`src/tscc_pkg.sv`:
```
// Shared types and constants of the transport stream continuity monitor.
`timescale 1ns / 1ps
`default_nettype none
package tscc_pkg;

  localparam int unsigned DefMaxTracks = 16;
  localparam logic [7:0]  PacketBytes  = 8'd188;
  localparam logic [7:0]  SyncByte     = 8'h47;
  localparam logic [12:0] NullPid      = 13'h1fff;

  typedef enum logic [2:0] {
    ST_UNTRACKED  = 3'd0,
    ST_SEEDED     = 3'd1,
    ST_CONTINUOUS = 3'd2,
    ST_DISCONT    = 3'd3,
    ST_SYNC_ERR   = 3'd4,
    ST_TABLE_FULL = 3'd5
  } status_e;

  typedef enum logic [1:0] {
    S_IDLE,
    S_LOOK,
    S_CMP
  } ctrl_state_e;

  typedef struct packed {
    logic [12:0] pid;
    logic        seed_pending;
    logic [3:0]  prev_cc;
    logic [31:0] run;
  } track_t;

  typedef struct packed {
    logic accept;
    logic clr_idx;
    logic rd_en;
    logic inc_idx;
    logic resolve_found;
    logic resolve_new;
  } cmd_t;

  typedef struct packed {
    logic need_lookup;
    logic hit;
    logic at_end;
    logic out_busy;
  } sts_t;

endpackage
`default_nettype wire

```
`src/tscc_ctrl.sv`:
```
// Controller: byte acceptance and track table search sequencing.
`timescale 1ns / 1ps
`default_nettype none
module tscc_ctrl import tscc_pkg::*; (
  input  wire logic clk_i,
  input  wire logic rst_ni,
  input  wire logic in_valid_i,
  output logic      in_ready_o,
  input  wire sts_t sts_i,
  output cmd_t      cmd_o
);

  ctrl_state_e state_q, state_d;

  always_ff @(posedge clk_i or negedge rst_ni) begin
    if (!rst_ni) begin
      state_q <= S_IDLE;
    end else begin
      state_q <= state_d;
    end
  end

  always_comb begin
    state_d    = state_q;
    cmd_o      = '0;
    in_ready_o = 1'b0;
    unique case (state_q)
      S_IDLE: begin
        in_ready_o   = !sts_i.out_busy;
        cmd_o.accept = in_valid_i && !sts_i.out_busy;
        if (sts_i.need_lookup) begin
          cmd_o.clr_idx = 1'b1;
          state_d = S_LOOK;
        end
      end
      S_LOOK: begin
        if (sts_i.at_end) begin
          cmd_o.resolve_new = 1'b1;
          state_d = S_IDLE;
        end else begin
          cmd_o.rd_en = 1'b1;
          state_d = S_CMP;
        end
      end
      S_CMP: begin
        if (sts_i.hit) begin
          cmd_o.resolve_found = 1'b1;
          state_d = S_IDLE;
        end else begin
          cmd_o.inc_idx = 1'b1;
          state_d = S_LOOK;
        end
      end
      default: state_d = S_IDLE;
    endcase
  end

endmodule
`default_nettype wire

```
`config.mk`:
```
export PLATFORM = sky130hd
export DESIGN_NAME = tscc_ctrl
export DESIGN_NICKNAME = d
export VERILOG_FILES = /design/src/tscc_pkg.sv /design/src/tscc_ctrl.sv
export SDC_FILE = /design/constraint.sdc
export NUM_CORES = 1
export LEC_CHECK = 0
export BUFFER_PORTS_ARGS = -buffer_cell sky130_fd_sc_hd__buf_4
export CAP_MARGIN = 40
export CORE_AREA = 3 3 40 42
export DETAILED_ROUTE_END_ITERATION = 10
export DIE_AREA = 0 0 43 45
export GPL_ROUTABILITY_DRIVEN = 0
export PLACE_DENSITY = 0.39
export SYNTH_ARGS = -nofsm -noshare
export SYNTH_HDL_FRONTEND = slang
export SYNTH_SLANG_ARGS = --single-unit
```
`constraint.sdc`:
```
create_clock -name clk_i -period 1 [get_ports clk_i]
set_input_delay 0.05 -clock clk_i [delete_from_list [all_inputs] [get_ports clk_i]]
set_output_delay 0.05 -clock clk_i [all_outputs]
set_load 0.005 [all_outputs]
```
**Word level (Yosys, flattened, before mapping)**

Index checks and enable logic that the tools add are counted.

- Reduce and logical (&&, ||, !) cells: 3
- Eq/ne operators: 3
- Multiplexer cells: 14

Operators with widths:

| operator | count |
|---|---|
| $mux 1 | 9 |
| $mux 2 | 4 |
| $pmux 2 s3 | 1 |
| $eq 2x1->1 const B | 1 |
| $eq 2x2->1 const B | 1 |
| $logic_not 2->1 | 1 |
| $ne 2x2->1 const B | 1 |
| $logic_and 1x1->1 | 1 |
| $logic_not 1->1 | 1 |

- Word-level logic and storage cells: 21
- Register bits after elaboration: 2
- Bits of input ports: 7
- Output and inout bits: 7

**Depth between registers and ports, before layout**

- Depth after elaboration: 3
- Mapped depth: 2
- Depth with buffers taken out: 2

**Least setup slack after synthesis**

Ideal clock, no wire load.

- Path kind: reg2out
- Start point: reg state_q[1]
- End point: out cmd_o[5] (netlist name)
- Arrival time: 801 ps
- Required time: 950 ps
- Path buffers: 0
- Cell stages (with the launch flop): 3
- Slack: 149 ps
- Cell sequence: dfrtp_1 -> nor3_2 -> and2_1

RTL lines:

| element | RTL line | text |
|---|---|---|
| start, declared | tscc_ctrl.sv:13 | `ctrl_state_e state_q, state_d;` |
| start signal, assigned | tscc_ctrl.sv:19 | `state_q <= state_d;` |
| end, declared | tscc_ctrl.sv:10 | `output cmd_t cmd_o` |

==> metrics.txt <==
status finished with violations; failing checks setup timing; R2R Path End state_q[0]$_DFFE_PN0P_; register bit total from synthesis 2; CP Data Required Time 0.95 ns; Ant. Diodes 0; Pre-antenna DRT Iters 1; share of the synthesized area in the top cell type 37.7%; sw power 92.1 uW; Post-Syn Area between 100 and 150 um^2; Slew @ Worst Pin 0.245 ns; Placed Instance Area 249 um^2; Tmin final 1.16 ns; Area Overhead vs Synth 125%; clock buffer count from CTS 3; multi-input logic area 93.8 um^2; share of cells above drive strength 1 between 70% and 80%; VDD IR max 0.738 mV; Startpoint Class register; first-pass GRT wire length 641 um; clk buf depth 2; vias 167; syn_nets 20; Overflow after GRT 0; fillers 136; die height between 40 and 50 um; die area about 1900 um^2; root buffer cell clkbuf_4; via/cell ratio around 3.7; CTS tree built; Synth area leader dfrtp_1; design area roughly 300 um^2; IO Pins 14; wirelength, routed approximately 400 um; Reg2Reg Depth 2; Avg Cell Area, Syn 10.2 um^2; Hold Startpoint sts_i[1]; Syn. warnings 0; Starting Density 10.3%; Synth cell types 8; Clk pwr share 44.1%; cell count after synthesis 13; crit path capture type output port; sw frac between 20% and 30%; Die X-Extent 43 um; final core occ roughly a quarter; final hold vios 0; PD cells 1290 nW/um^2; initial antenna violation count 0; largest reg by FF count state_q; combinational power share roughly a quarter; Layout Skew 0.000295 ns; Max Clock Freq 863 MHz; critical path class register to output port; GRT Total Usage 5.08%; Clk Latency, worst-skew pair 0.22 ns; Worst Hold End state_q[1]$_DFFE_PN0P_; total core area 1280 um^2; cell internal pwr a little under 300 uW; DR WL/cell between 8 and 9 um; worst r2r src state_q[1]$_DFFE_PN0P_; DP Worst Slack 0.0316 ns; nets 39; RSZ-0062 raised after global routing yes; worst rel slew slack a little over four fifths; WHS Path Cells 2; setup slack after layout -0.159 ns; Power Total roughly 390 uW; number of placement rows 13; sequential power share 29.6%; dpl hpwl 329 um; final hold slack 0.0106 ns; H-tree Lvls 1; max cap viols 0; Reg area 52.6 um^2; max FFs per register 2; Sinks on Clock Net 2; Final ANT Viol Nets 0; Hold Crit Class primary input to register; DRC Markers 0; Max Transition Viols Final 0; largest cells by area after synthesis dfrtp_1 (38%), nor3b_1 (23%), nand2b_1 (9.4%); CP arrival about 1.1 ns; largest registers state_q x2; largest net degree at the start of global routing 10; Initial DRC Count 0; Clock transition at path regs ~0.030 ns; number of global-route vias before repair 146; Final period util 116%; LEAKAGE 0.141 nW; PortBufs 13; part of the Yosys area used for sequential elements a little under two fifths; Reg2Reg Setup Slack 0.13 ns; final setup vio count 7; crit path max fanout 9
## what timing repair did
item | in CTS | in global routing
hold buffers | 1 | 0
hold endpoints to repair | 2 | 0
setup endpoints to repair | 7 | 7
buffers inserted | 0 | 0
gates resized for setup | 4 | 1
pin swaps | 2 | 0
## worst max-delay path, cell delays in order, from the launching register on
cell and delay [ns]:
dfrtp_2 0.45, nor3b_1 0.28, buf_4 0.16
## power groups by stage
| stage | clock network, mW | logic, mW | registers, mW |
|---|---|---|---|
| 2_1_floorplan | 0 | 0.0343 | 0.105 |
| 3_3_place_gp | 0 | 0.0937 | 0.108 |
| 3_5_place_dp | 0 | 0.0940 | 0.109 |
| 4_1_cts | 0.183 | 0.100 | 0.111 |
| 5_1_grt | 0.198 | 0.111 | 0.117 |
| 6_report | 0.171 | 0.102 | 0.115 |
## cell families (layout without fill, tap and decap cells)
group / count (synthesis) / after routing / share of synthesized area, %
buffers and inverters: 0 / 17 / 0
flip-flops: 2 / 2 / 37.7
AO/OA/AOI/OAI: 1 / 1 / 3.77
AND/OR/NAND/NOR: 10 / 10 / 58.5
## metrics by stage
step / cells / TNS, ns
global route: 45 / -1.01
CTS: 45 / -0.576
finish: 45 / -0.542
global placement: 41 / 0
floorplan: 13 / 0
detailed placement: 41 / 0
## worst max path at each step
| stage | startpoint | to | slack [ns] | cells past startpoint |
|---|---|---|---|---|
| detailed placement | state_q[1]$_DFFE_PN0P_ | cmd_o[5] | 0.03 | 3 |
| global placement | state_q[1]$_DFFE_PN0P_ | cmd_o[5] | 0.05 | 3 |
| floorplan | state_q[1]$_DFFE_PN0P_ | cmd_o[5] | 0.15 | 2 |
| finish | state_q[1]$_DFFE_PN0P_ | cmd_o[4] | -0.16 | 2 |
| global route | state_q[1]$_DFFE_PN0P_ | cmd_o[4] | -0.24 | 2 |
| CTS | state_q[0]$_DFFE_PN0P_ | cmd_o[5] | -0.16 | 3 |
## synthesized netlist by cell type, drive strengths merged
library cell  instances
nor3                  1
nor3b                 4
dfrtp                 2
a21oi                 1
and2                  1
and3b                 2
nand2b                2
## placed cells by master (no fill, tap or decap), drive strengths merged
master	netlist	routed
nand2b	2	2
nor3	1	1
a21oi	1	1
nor3b	4	4
and2	1	1
and3b	2	2
buf	0	13
dlygate4sd3	0	1
dfrtp	2	2
clkbuf	0	3
## layout make-up
cell class | count | share of cell area [%]
Clock buffer | 3 | 7.53
Tap cell | 15 | 6.28
Multi-Input combinational cell | 11 | 31.4
Timing Repair Buffer | 14 | 37.2
Sequential cell | 2 | 17.6
## metal layers
metal	vias to the layer above	part of all wire, %	GRT usage, %
met5	-	0	0
met3	0	18	4.38
li1	82	-	-
met4	0	0	5.42
met2	12	39	5.99
met1	73	43	5.06
No activity file was read; power rests on OpenSTA's default activity.
