## src/tscc_pkg.sv

```systemverilog
// Shared types and constants of the transport stream continuity monitor.
`timescale 1ns / 1ps
`default_nettype none
package tscc_pkg;

  localparam int unsigned DefMaxTracks = 16;
  localparam logic [7:0]  PacketBytes  = 8'd188;
  localparam logic [7:0]  SyncByte     = 8'h47;
  localparam logic [12:0] NullPid      = 13'h1fff;

  typedef enum logic [2:0] {
    ST_UNTRACKED  = 3'd0,
    ST_SEEDED     = 3'd1,
    ST_CONTINUOUS = 3'd2,
    ST_DISCONT    = 3'd3,
    ST_SYNC_ERR   = 3'd4,
    ST_TABLE_FULL = 3'd5
  } status_e;

  typedef enum logic [1:0] {
    S_IDLE,
    S_LOOK,
    S_CMP
  } ctrl_state_e;

  typedef struct packed {
    logic [12:0] pid;
    logic        seed_pending;
    logic [3:0]  prev_cc;
    logic [31:0] run;
  } track_t;

  typedef struct packed {
    logic accept;
    logic clr_idx;
    logic rd_en;
    logic inc_idx;
    logic resolve_found;
    logic resolve_new;
  } cmd_t;

  typedef struct packed {
    logic need_lookup;
    logic hit;
    logic at_end;
    logic out_busy;
  } sts_t;

endpackage
`default_nettype wire

```

## src/tscc_dp.sv

```systemverilog
// Datapath: packet parser, PSI capture, track table and result register.
`timescale 1ns / 1ps
`default_nettype none
module tscc_dp import tscc_pkg::*; #(
  parameter int unsigned MAX_TRACKS = DefMaxTracks
) (
  input  wire logic        clk_i,
  input  wire logic        rst_ni,
  input  wire cmd_t        cmd_i,
  output sts_t             sts_o,
  input  wire logic [7:0]  data_byte_i,
  input  wire logic        packet_start_i,
  output logic             out_valid_o,
  input  wire logic        out_ready_i,
  output logic [2:0]       status_o,
  output logic [12:0]      packet_pid_o,
  output logic [3:0]       cont_count_o,
  output logic [31:0]      run_count_o
);

  localparam int unsigned IdxW = (MAX_TRACKS > 1) ? $clog2(MAX_TRACKS) : 1;
  localparam int unsigned CntW = $clog2(MAX_TRACKS + 1);

  logic [7:0]  bidx_q, bidx_d, poff_q, poff_d;
  logic [12:0] pid_q, pid_d, pmt_pid_q, pmt_pid_d, pcr_pid_q, pcr_pid_d;
  logic [3:0]  cc_q, cc_d;
  logic        skip_q, skip_d, pmt_known_q, pmt_known_d, pcr_known_q, pcr_known_d;
  logic [4:0]  phb_q, phb_d;
  logic [CntW-1:0] count_q, count_d, idx_q, idx_d;

  track_t mem [MAX_TRACKS];
  track_t rdata_q, wdata;
  logic   we;

  logic        ov_q, ov_d;
  status_e     ost_q, ost_d;
  logic [12:0] opid_q, opid_d;
  logic [3:0]  occ_q, occ_d;
  logic [31:0] orun_q, orun_d;

  logic       pos3, untracked;
  logic [8:0] sum9;
  logic [7:0] rel;

  assign untracked = (pid_q == 13'd0) || (pid_q == NullPid) || !pmt_known_q ||
                     !pcr_known_q || (pid_q == pmt_pid_q) || (pid_q == pcr_pid_q);
  assign pos3 = !packet_start_i && !skip_q && (bidx_q == 8'd3);
  assign sum9 = 9'd5 + {1'b0, data_byte_i};
  assign rel  = bidx_q - poff_q;

  assign sts_o.need_lookup = cmd_i.accept && pos3 && !untracked;
  assign sts_o.hit         = (rdata_q.pid == pid_q);
  assign sts_o.at_end      = (idx_q == count_q);
  assign sts_o.out_busy    = ov_q && !out_ready_i;

  always_comb begin
    bidx_d = bidx_q; poff_d = poff_q; pid_d = pid_q; cc_d = cc_q; skip_d = skip_q;
    phb_d = phb_q; pmt_pid_d = pmt_pid_q; pmt_known_d = pmt_known_q;
    pcr_pid_d = pcr_pid_q; pcr_known_d = pcr_known_q;
    count_d = count_q; idx_d = idx_q;
    ov_d = ov_q && !out_ready_i;
    ost_d = ost_q; opid_d = opid_q; occ_d = occ_q; orun_d = orun_q;
    we = 1'b0; wdata = rdata_q;

    if (cmd_i.accept) begin
      if (packet_start_i) begin
        skip_d = 1'b0; poff_d = 8'd0; bidx_d = 8'd1;
        if (data_byte_i != SyncByte) begin
          skip_d = 1'b1;
          ov_d = 1'b1; ost_d = ST_SYNC_ERR; opid_d = '0; occ_d = '0; orun_d = '0;
        end
      end else if (bidx_q != 8'd0 && bidx_q < PacketBytes && !skip_q) begin
        bidx_d = bidx_q + 8'd1;
        if (bidx_q == 8'd1) begin
          phb_d = data_byte_i[4:0];
        end else if (bidx_q == 8'd2) begin
          pid_d = {phb_q, data_byte_i};
        end else if (bidx_q == 8'd3) begin
          cc_d   = data_byte_i[3:0];
          poff_d = data_byte_i[5] ? 8'd0 : 8'd4;
          if (untracked) begin
            ov_d = 1'b1; ost_d = ST_UNTRACKED; opid_d = pid_q;
            occ_d = data_byte_i[3:0]; orun_d = '0;
          end
        end else if (poff_q == 8'd0) begin
          if (bidx_q == 8'd4) begin
            poff_d = sum9[8] ? 8'hff : sum9[7:0];
          end
        end else if (bidx_q >= poff_q) begin
          if (pmt_known_q && pid_q == pmt_pid_q) begin
            if (rel == 8'd9) begin
              phb_d = data_byte_i[4:0];
            end else if (rel == 8'd10) begin
              pcr_pid_d = {phb_q, data_byte_i}; pcr_known_d = 1'b1;
            end
          end
          if (pid_q == 13'd0) begin
            if (rel == 8'd11) begin
              phb_d = data_byte_i[4:0];
            end else if (rel == 8'd12) begin
              pmt_pid_d = {phb_q, data_byte_i}; pmt_known_d = 1'b1;
            end
          end
        end
      end
    end

    if (cmd_i.clr_idx) idx_d = '0;
    if (cmd_i.inc_idx) idx_d = idx_q + 1'b1;

    if (cmd_i.resolve_found) begin
      we = 1'b1; ov_d = 1'b1; opid_d = pid_q; occ_d = cc_q; orun_d = rdata_q.run;
      wdata = rdata_q;
      if (rdata_q.seed_pending) begin
        wdata.seed_pending = 1'b0; wdata.prev_cc = cc_q; ost_d = ST_SEEDED;
      end else if (rdata_q.prev_cc + 4'd1 == cc_q) begin
        wdata.prev_cc = cc_q; wdata.run = rdata_q.run + 32'd1; ost_d = ST_CONTINUOUS;
      end else begin
        wdata.seed_pending = 1'b1; wdata.prev_cc = '0; wdata.run = '0; ost_d = ST_DISCONT;
      end
    end

    if (cmd_i.resolve_new) begin
      ov_d = 1'b1; opid_d = pid_q; occ_d = cc_q; orun_d = '0;
      if (count_q == CntW'(MAX_TRACKS)) begin
        ost_d = ST_TABLE_FULL;
      end else begin
        ost_d = ST_SEEDED; we = 1'b1; count_d = count_q + 1'b1;
        wdata = '{pid: pid_q, seed_pending: 1'b0, prev_cc: cc_q, run: 32'd0};
      end
    end
  end

  always_ff @(posedge clk_i) begin
    if (we) mem[idx_q[IdxW-1:0]] <= wdata;
    if (cmd_i.rd_en) rdata_q <= mem[idx_q[IdxW-1:0]];
    ost_q <= ost_d; opid_q <= opid_d; occ_q <= occ_d; orun_q <= orun_d;
    pid_q <= pid_d; cc_q <= cc_d; phb_q <= phb_d; poff_q <= poff_d;
    pmt_pid_q <= pmt_pid_d; pcr_pid_q <= pcr_pid_d; idx_q <= idx_d;
  end

  always_ff @(posedge clk_i or negedge rst_ni) begin
    if (!rst_ni) begin
      bidx_q <= '0; skip_q <= 1'b0; pmt_known_q <= 1'b0; pcr_known_q <= 1'b0;
      count_q <= '0; ov_q <= 1'b0;
    end else begin
      bidx_q <= bidx_d; skip_q <= skip_d; pmt_known_q <= pmt_known_d;
      pcr_known_q <= pcr_known_d; count_q <= count_d; ov_q <= ov_d;
    end
  end

  assign out_valid_o  = ov_q;
  assign status_o     = 3'(ost_q);
  assign packet_pid_o = opid_q;
  assign cont_count_o = occ_q;
  assign run_count_o  = orun_q;

endmodule
`default_nettype wire

```

## config.mk

```make
export PLATFORM = sky130hd
export DESIGN_NAME = tscc_dp
export DESIGN_NICKNAME = d
export VERILOG_FILES = /design/src/tscc_pkg.sv /design/src/tscc_dp.sv
export SDC_FILE = /design/constraint.sdc
export NUM_CORES = 1
export LEC_CHECK = 0
export BUFFER_PORTS_ARGS = -buffer_cell sky130_fd_sc_hd__buf_2
export CAP_MARGIN = 20
export CORE_MARGIN = 1.5
export CORE_UTILIZATION = 35
export CTS_CLUSTER_DIAMETER = 30
export CTS_CLUSTER_SIZE = 28
export DETAILED_ROUTE_END_ITERATION = 10
export PLACE_DENSITY_LB_ADDON = 0.12
export SLEW_MARGIN = 15
export SYNTH_ARGS = -nofsm -noshare
export SYNTH_HDL_FRONTEND = slang
export SYNTH_SLANG_ARGS = --single-unit
```

## constraint.sdc

```tcl
create_clock -name clk_i -period 9.5 [get_ports clk_i]
set_input_delay 1.425 -clock clk_i [delete_from_list [all_inputs] [get_ports clk_i]]
set_output_delay 1.425 -clock clk_i [all_outputs]
set_load 0.03 [all_outputs]
```

# Word-level counts from Yosys, hierarchy flattened
# Memories as Yosys holds them, arrays and structs flattened. A register that Yosys moved wholly into a read port is not among the register bits.
# Index checks and enable logic that the tools add are counted.
# op_classes
addsub	7
magnitude_cmp	2
eq_ne	27
mux	86
n_bitwise	8
n_reduce_logical	46
# ops
cell	count
two-way mux 32 bit	10
two-way mux 13 bit	10
two-way mux 50 bit	2
two-way mux 8 bit	9
two-way mux 5 bit	12
two-way mux 4 bit	10
equality test 13 bit	3
two-way mux 37 bit	1
two-way mux 3 bit	12
two-way mux 36 bit	1
adder 32 x 1 -> 32 bit, second input constant	1
equality test 8 x 4 -> 1 bit, second input constant	4
AND reduction 11 bit	2
AND reduction 7 bit	3
two-way mux 1 bit	18
nonzero test 3 bit	6
equality test 8 x 2 -> 1 bit, second input constant	2
equality test 13 bit, second input constant	1
zero test 13 bit	1
AND reduction 6 bit	2
nonzero test 4 bit	3
adder 5 x 1 -> 5 bit, second input constant	2
adder 3 x 8 -> 9 bit, first input constant	1
adder 8 x 1 -> 8 bit, second input constant	1
other kinds (26)	59
# word_totals
reg_bits	130
ram_bits	800
out_inout_bits	57
elab_cells	194
mem_count	1
# memory_table
name	depth	word_bits	rd	rd_clocked_by_memory_dff	wr	line_no	source
mem	16	50	1	1	1	tscc_dp.sv:31	track_t mem [MAX_TRACKS];

# Depth between registers and ports, before layout
# Gate-level depths: netlist (run 1).
# depth
word_depth	15
ltp_mapped	9
depth_no_buf	9

# Worst setup path after synthesis (run 1)
# Ideal clock, no wire load.
# synth_timing
path_kind	input to output
startpoint	input port cmd_i[5] (netlist bit)
endpoint	output port sts_o[3] (netlist bit)
arrival_time_ns	2.738
setup_slack_ns	5.337
stages	4
path_buffers	2
path_cell_list	clkbuf_1 -> clkbuf_1 -> nand2_1 -> nor3b_1
# synth_rtl
item	line_no	source
start, declared	tscc_dp.sv:9	input wire cmd_t cmd_i,
end, declared	tscc_dp.sv:10	output sts_t sts_o,

==> metrics.md, run 1 <==
| Metric | Value |
|---|---|
| Run status | `complete, no violations` |
| Clock sinks | `980` |
| Final hold vios | `0` |
| Num CTS Buffers | `between 200 and 250` |
| Vias in the first global route | `21820` |
| VDD IR-drop max | `between 0.15 and 0.2 mV` |
| Global Route Usage Sum | `about 18%` |
| # H-tree levels | `4` |
| Final count of negative-setup-slack endpoints | `0` |
| 1st-pass router iterations | `5` |
| CP Data Required Time | `about 8000 ps` |
| Post-DRT Antenna Nets | `0` |
| Max-capacitance violation count | `0` |
| Core footprint | `between 100000 and 150000 um2` |
| Post-synth top cells | `edfxtp_1, mux4_2, nand2_1` |
| Primary FF master, synth | `edfxtp_1` |
| Hold Path Class | `reg2reg` |
| Crit path max-delay cell type | `edfxtp_1` |
| Top-count cell post-synth | `edfxtp_1` |
| DR vias/cell | `5.191` |
| CTS root buf | `clkbuf_16` |
| Tmin final | `4682 ps` |
| Metal2 WL | `slightly below 50000 um` |
| CP cell instances | `nor4_2, and4_4, or3_4, a211oi_1, nor3b_1, buf_2` |
| Global-route wire length before repair | `between 100000 and 150000 um` |
| Clk buf depth | `3` |
| Placed Area | `between 40000 and 50000 um2` |
| Ys async rst share | `under 10%` |
| Sequential fraction of the synthesis area | `73.31%` |
| Post-CTS Setup Bufs | `0` |
| # IOs | `75` |
| RSZ-0062 raised after global routing | `false` |
| Top layer in use | `met4` |
| Slew Viols, Final | `0` |
| Leakage power | `~16 nW` |
| Area growth from synthesis to layout | `23.66%` |
| Reg clk slew, reported paths | `~50 ps` |
| Max Clock Freq | `0.2136 GHz` |
| Worst Path Max Fanout | `7` |
| Placement row count | `roughly 120` |
| Die Ht | `about 340 um` |
| Total grt overflow | `0` |
| Slew headroom | `25.15%` |
| Layout fillers | `between 9000 and 10000` |
| Max stage delay on crit path | `650 ps` |
| Layout cells sized above 1 | `about 34%` |
| CTS tree | `yes` |
| Post-synth top area cell | `edfxtp_1` |
| Hold buffers post-CTS | `0` |
| Arrival time at the worst endpoint | `~3300 ps` |
| Syn. warnings | `0` |
| CP Launch Type | `flip-flop` |
| Total negative slack | `0 ps` |
| Detailed Route WL | `around 100000 um` |
| M1 WL | `roughly 44000 um` |
| Crit end category | `output pin` |
| Layout Nets | `between 2000 and 2500` |
| Number of antenna violations at the first check in global routing | `2` |
| Port bufs | `74` |
| Top post-synthesis cells by area | `edfxtp_1, mux4_2, dfxtp_1` |
| # diodes | `0` |
| Fin area | `around 50000 um2` |
| Die X | `339.3 um` |
| Met3 Wirelength | `approximately 5000 um` |
| Netlist Area Pre-Place | `slightly below 40000 um2` |
| Number of synthesized flops with an enable pin | `~930` |
| Cts repair resizes | `0` |
| Hpwl dp | `54430 um` |
| FF+latch count, synth | `980` |
| Yosys top cell area share | `a little over two thirds` |
| Skew-Pair Late Insertion Delay | `between 700 and 800 ps` |
| Slew @ Worst Pin | `approximately 1100 ps` |
| Post-Syn Nets | `2052` |
| Crit path kind | `reg2out` |
| Part of the cycle the worst path needs | `49.28%` |
| Avg Cell Area, Syn | `between 15 and 20 um2` |
| Gp weighted congestion | `roughly 0.77` |
| Post-Syn Instances | `a little over 2000` |
| Skew final | `52.09 ps` |
| Die ar. | `115100 um2` |
| Vias | `a little over 20000` |
| Power per Cell Area | `280.9 nW/um2` |
| Detailed-route DRC error count | `0` |
| Initial DRC count | `around 1800` |
| Initial Utilization | `between 30% and 40%` |
| Routed WL per cell | `around 26 um` |
| Yosys cell types | `66` |
| Largest net degree at the start of global routing | `65` |
[per-stage QoR]
stage,cells,utilization (%),hold WS [ps],setup WS (ps),power [mW]
2_1_floorplan,2012,-,443.6,5337,6.119
3_3_place_gp,3513,37.04,460.8,4667,6.540
3_5_place_dp,3515,37.10,476.6,4478,6.573
4_1_cts,3910,43.52,485.6,4784,13.89
5_1_grt,3911,43.57,506.5,4726,14.20
6_report,3911,43.57,478.4,4818,13.75
[report_power, final]
| part | internal, mW | switching (mW) |
|---|---|---|
| sequential | 5.11 | 0.153 |
| clock | 4.86 | 2.41 |
| combinational | 0.469 | 0.747 |
[worst max-delay path, delay by kind of cell, from the launching register on]
kind                   cells  cell delay (ps)
AND/OR/NAND/NOR            4             1140
flip-flops                 1              650
AO/OA/AOI/OAI              1              410
buffers and inverters      1              290
[layout by cell type, fill, tap and decap left out, types with 34 or more instances in the layout]
| cell type | instances |
|---|---|
| edfxtp_1 | 931 |
| mux4_2 | 250 |
| clkbuf_16 | 210 |
| nand2_1 | 114 |
| buf_2 | 73 |
| nor2_1 | 54 |
| xor2_1 | 46 |
| clkinv_2 | 43 |
| xnor2_1 | 37 |
| buf_4 | 34 |
[final timing paths]
| path | from | end | slack [ps] | cells past startpoint |
|---|---|---|---|---|
| setup / recovery | pid_q[7] | sts_o[3] | 4820 | 6 |
| hold / removal | pcr_known_q | pcr_known_q | 480 | 1 |
| setup reg to reg | idx_q[0] | rdata_q[14] | 5650 | 4 |
| hold reg to reg | pcr_known_q | pcr_known_q | 480 | 1 |
| max in group asynchronous | rst_ni | bidx_q[6] | 8470 | 1 |
| min in group asynchronous | rst_ni | count_q[4] | 640 | 1 |
[cells by family after synthesis]
group	share of synthesized area, %
adders and majority gates	0.7143
AOI/OAI and AO/OA	2.905
buffers and inverters	1.602
and+or+nand+nor	5.032
xor gates and xnor gates	1.836
DFF	73.31
muxes	14.60
[routing by layer]
layer	up-vias	track usage (%)
met5	-	0
met4	0	5.794
met3	198	3.523
met2	605	28.53
met1	10820	23.66
li1	8675	-
[flip-flops by register name (all words and copies together) (netlist names), 5 cells and up]
signal / flops
run_count_o: 32
idx_q: 5
pmt_pid_q: 13
pcr_pid_q: 13
packet_pid_o: 13
bidx_q: 8
mem: 800
pid_q: 13
rdata_q: 50
poff_q: 8
count_q: 5
phb_q: 5
[final cells by class]
type / count / area [um2] / area share [%]
flip-flops and latches: 980 / 29020 / 59.29
inverters: 26 / 97.59 / 0.1994
clock inverters: 168 / 1857 / 3.793
clock buffers: 227 / 5359 / 10.95
well taps: 1500 / 1877 / 3.834
repair buffers: 110 / 703.2 / 1.436
multi-input cells: 900 / 10040 / 20.50
Note: power is estimated with default switching activity, not from simulation.
==> run 2: changes to the inputs <==
clock period = 4.4 ns   (was 9.5 ns; I/O delays follow)
==> metrics.md, run 2 (synthesis gave the netlist of run 1 again) <==
| Metric | Value |
|---|---|
| CP cell instances | `nor4_2, and4_4, or3_4, a211oi_1, nor3b_1, buf_2` |
| Global Route Usage Sum | `between 10% and 20%` |
| Crit path kind | `reg2out` |
| CP Data Required Time | `3740 ps` |
| Arrival time at the worst endpoint | `around 3300 ps` |
| Placed insts | `3557` |
| Largest net degree at the start of global routing | `77` |
| Slew headroom | `between 30% and 40%` |
| Layout fillers | `around 9700` |
| Skew final | `around 53 ps` |
| VDD IR-drop max | `0.3899 mV` |
| Final Power | `between 20 and 30 mW` |
| Global-route wire length before repair | `151400 um` |
| Commonest non-fill, non-tap cell in the layout | `edfxtp_1` |
| Port bufs | `74` |
| Final hold vios | `0` |
| Run status | `complete, no violations` |
| Initial Utilization | `35.24%` |
| Worst Path Max Fanout | `7` |
| CP delay by family, top | `simple AND/OR/NAND/NOR gates` |
| Vias | `about 20000` |
| CP bufs+invs | `1` |
| Layout cells sized above 1 | `roughly a third` |
| Max stage delay on crit path | `roughly 660 ps` |
| Total grt overflow | `0` |
| Area growth from synthesis to layout | `24.63%` |
| Crit end category | `output pin` |
| Crit path max-delay cell type | `edfxtp_1` |
| Largest register FFs | `800` |
| Layout Nets | `2309` |
| Most frequent cells in the layout | `edfxtp_1, mux4_2, clkbuf_16` |
| Clk buf depth | `3` |
| Detailed Route WL | `103800 um` |
| Total negative slack | `0 ps` |
| Num CTS Buffers | `~200` |
| Vias in the first global route | `21660` |
| RSZ-0062 raised after global routing | `false` |
| Number of antenna violations at the first check in global routing | `3` |
| # diodes | `0` |
| Cts repair resizes | `0` |
| 1st-pass router iterations | `5` |
| Detailed-route DRC error count | `0` |
| Placement row count | `between 100 and 150` |
| CP Launch Type | `flip-flop` |
| Power per Cell Area | `between 600 and 700 nW/um2` |
| Initial DRC count | `~1800` |
| Slew Viols, Final | `0` |
| Skew-Pair Late Insertion Delay | `about 800 ps` |
| Post-DRT Antenna Nets | `0` |
| Slew @ Worst Pin | `1046 ps` |
| Tmin final | `roughly 4000 ps` |
| Post-CTS Setup Bufs | `0` |
| Final count of negative-setup-slack endpoints | `0` |
| Die Ht | `about 340 um` |
| Core footprint | `between 100000 and 150000 um2` |
| # IOs | `75` |
| CTS tree | `yes` |
| Leakage power | `16.61 nW` |
| Clock sinks | `980` |
| Max Clock Freq | `roughly 0.25 GHz` |
| Gp weighted congestion | `approximately 0.76` |
| Hold Path Class | `in2reg` |
| CTS root buf | `clkbuf_16` |
| Die ar. | `~120000 um2` |
| Die X | `approximately 340 um` |
| Fin cells | `roughly 4000` |
| Reg clk slew, reported paths | `50 ps` |
| Routed WL per cell | `roughly 26 um` |
| Hpwl dp | `between 50000 and 60000 um` |
| Part of the cycle the worst path needs | `90.55%` |
| Max-capacitance violation count | `0` |
| DR vias/cell | `a little over 5` |
| # H-tree levels | `4` |
==> run 2: cell types whose count changed in the layout (fill, tap and decap cells not counted), sizes merged <==
cell and change:
buf +45, inv -1, bufinv +3, dlygate4sd3 +1, clkinvlp -8, clkinv -1
==> run 2: final timing paths <==
path                                 from           to  slack (ps)  cells past startpoint
max in group asynchronous          rst_ni    bidx_q[6]        3610                      2
hold / removal             data_byte_i[7]     pid_q[7]         210                      1
setup / recovery                 pid_q[6]     sts_o[3]         420                      6
setup reg to reg               count_q[0]   mem[5][45]         940                     10
min in group asynchronous          rst_ni   count_q[3]         400                      2
hold reg to reg               pcr_known_q  pcr_known_q         480                      1
==> run 2: repair_timing <==
| item | in CTS | in global routing |
|---|---|---|
| hold buffers | 1 | 0 |
| endpoints found under the setup margin | 0 | 0 |
| endpoints found under the hold margin | 17 | 0 |
==> run 2: where the power goes <==
group	total [mW]	switching, mW	internal, mW
clock	15.6	5.14	10.5
combinational	2.79	1.70	1.09
sequential	11.3	0.309	11.0
==> run 2: stage by stage <==
stage               setup WS (ps)  util (%)  hold WS [ps]  cell area [um2]
global placement            900.2     37.38         465.3            41990
CTS                         366.2     43.87         158.0            49290
finish                      415.8     43.92         209.4            49340
detailed placement          959.8     37.51         477.7            42140
floorplan                    1239         -         364.4            39590
global route                300.0     43.92         172.8            49340
==> run 2: area by class of cell <==
type                       instances  area (um2)  share of cell area (%)
clock inverter                   161        1912                   3.875
tap                             1500        1877                   3.804
sequential                       980       29020                   58.82
multi-input combinational        900       10000                   20.27
inverter                          26       97.59                  0.1978
clock buffer                     226        5230                   10.60
timing repair buffer             157        1199                   2.429
==> run 2: per-layer routing <==
layer	up-vias	routed length (um)	part of all wire (%)	GRT usage (%)
li1	8752	-	-	-
met1	10790	45650	44	24.61
met2	641	50500	49	29.51
met3	169	5450	5.3	3.875
met4	0	2158	2.1	5.599
met5	-	0	0	0
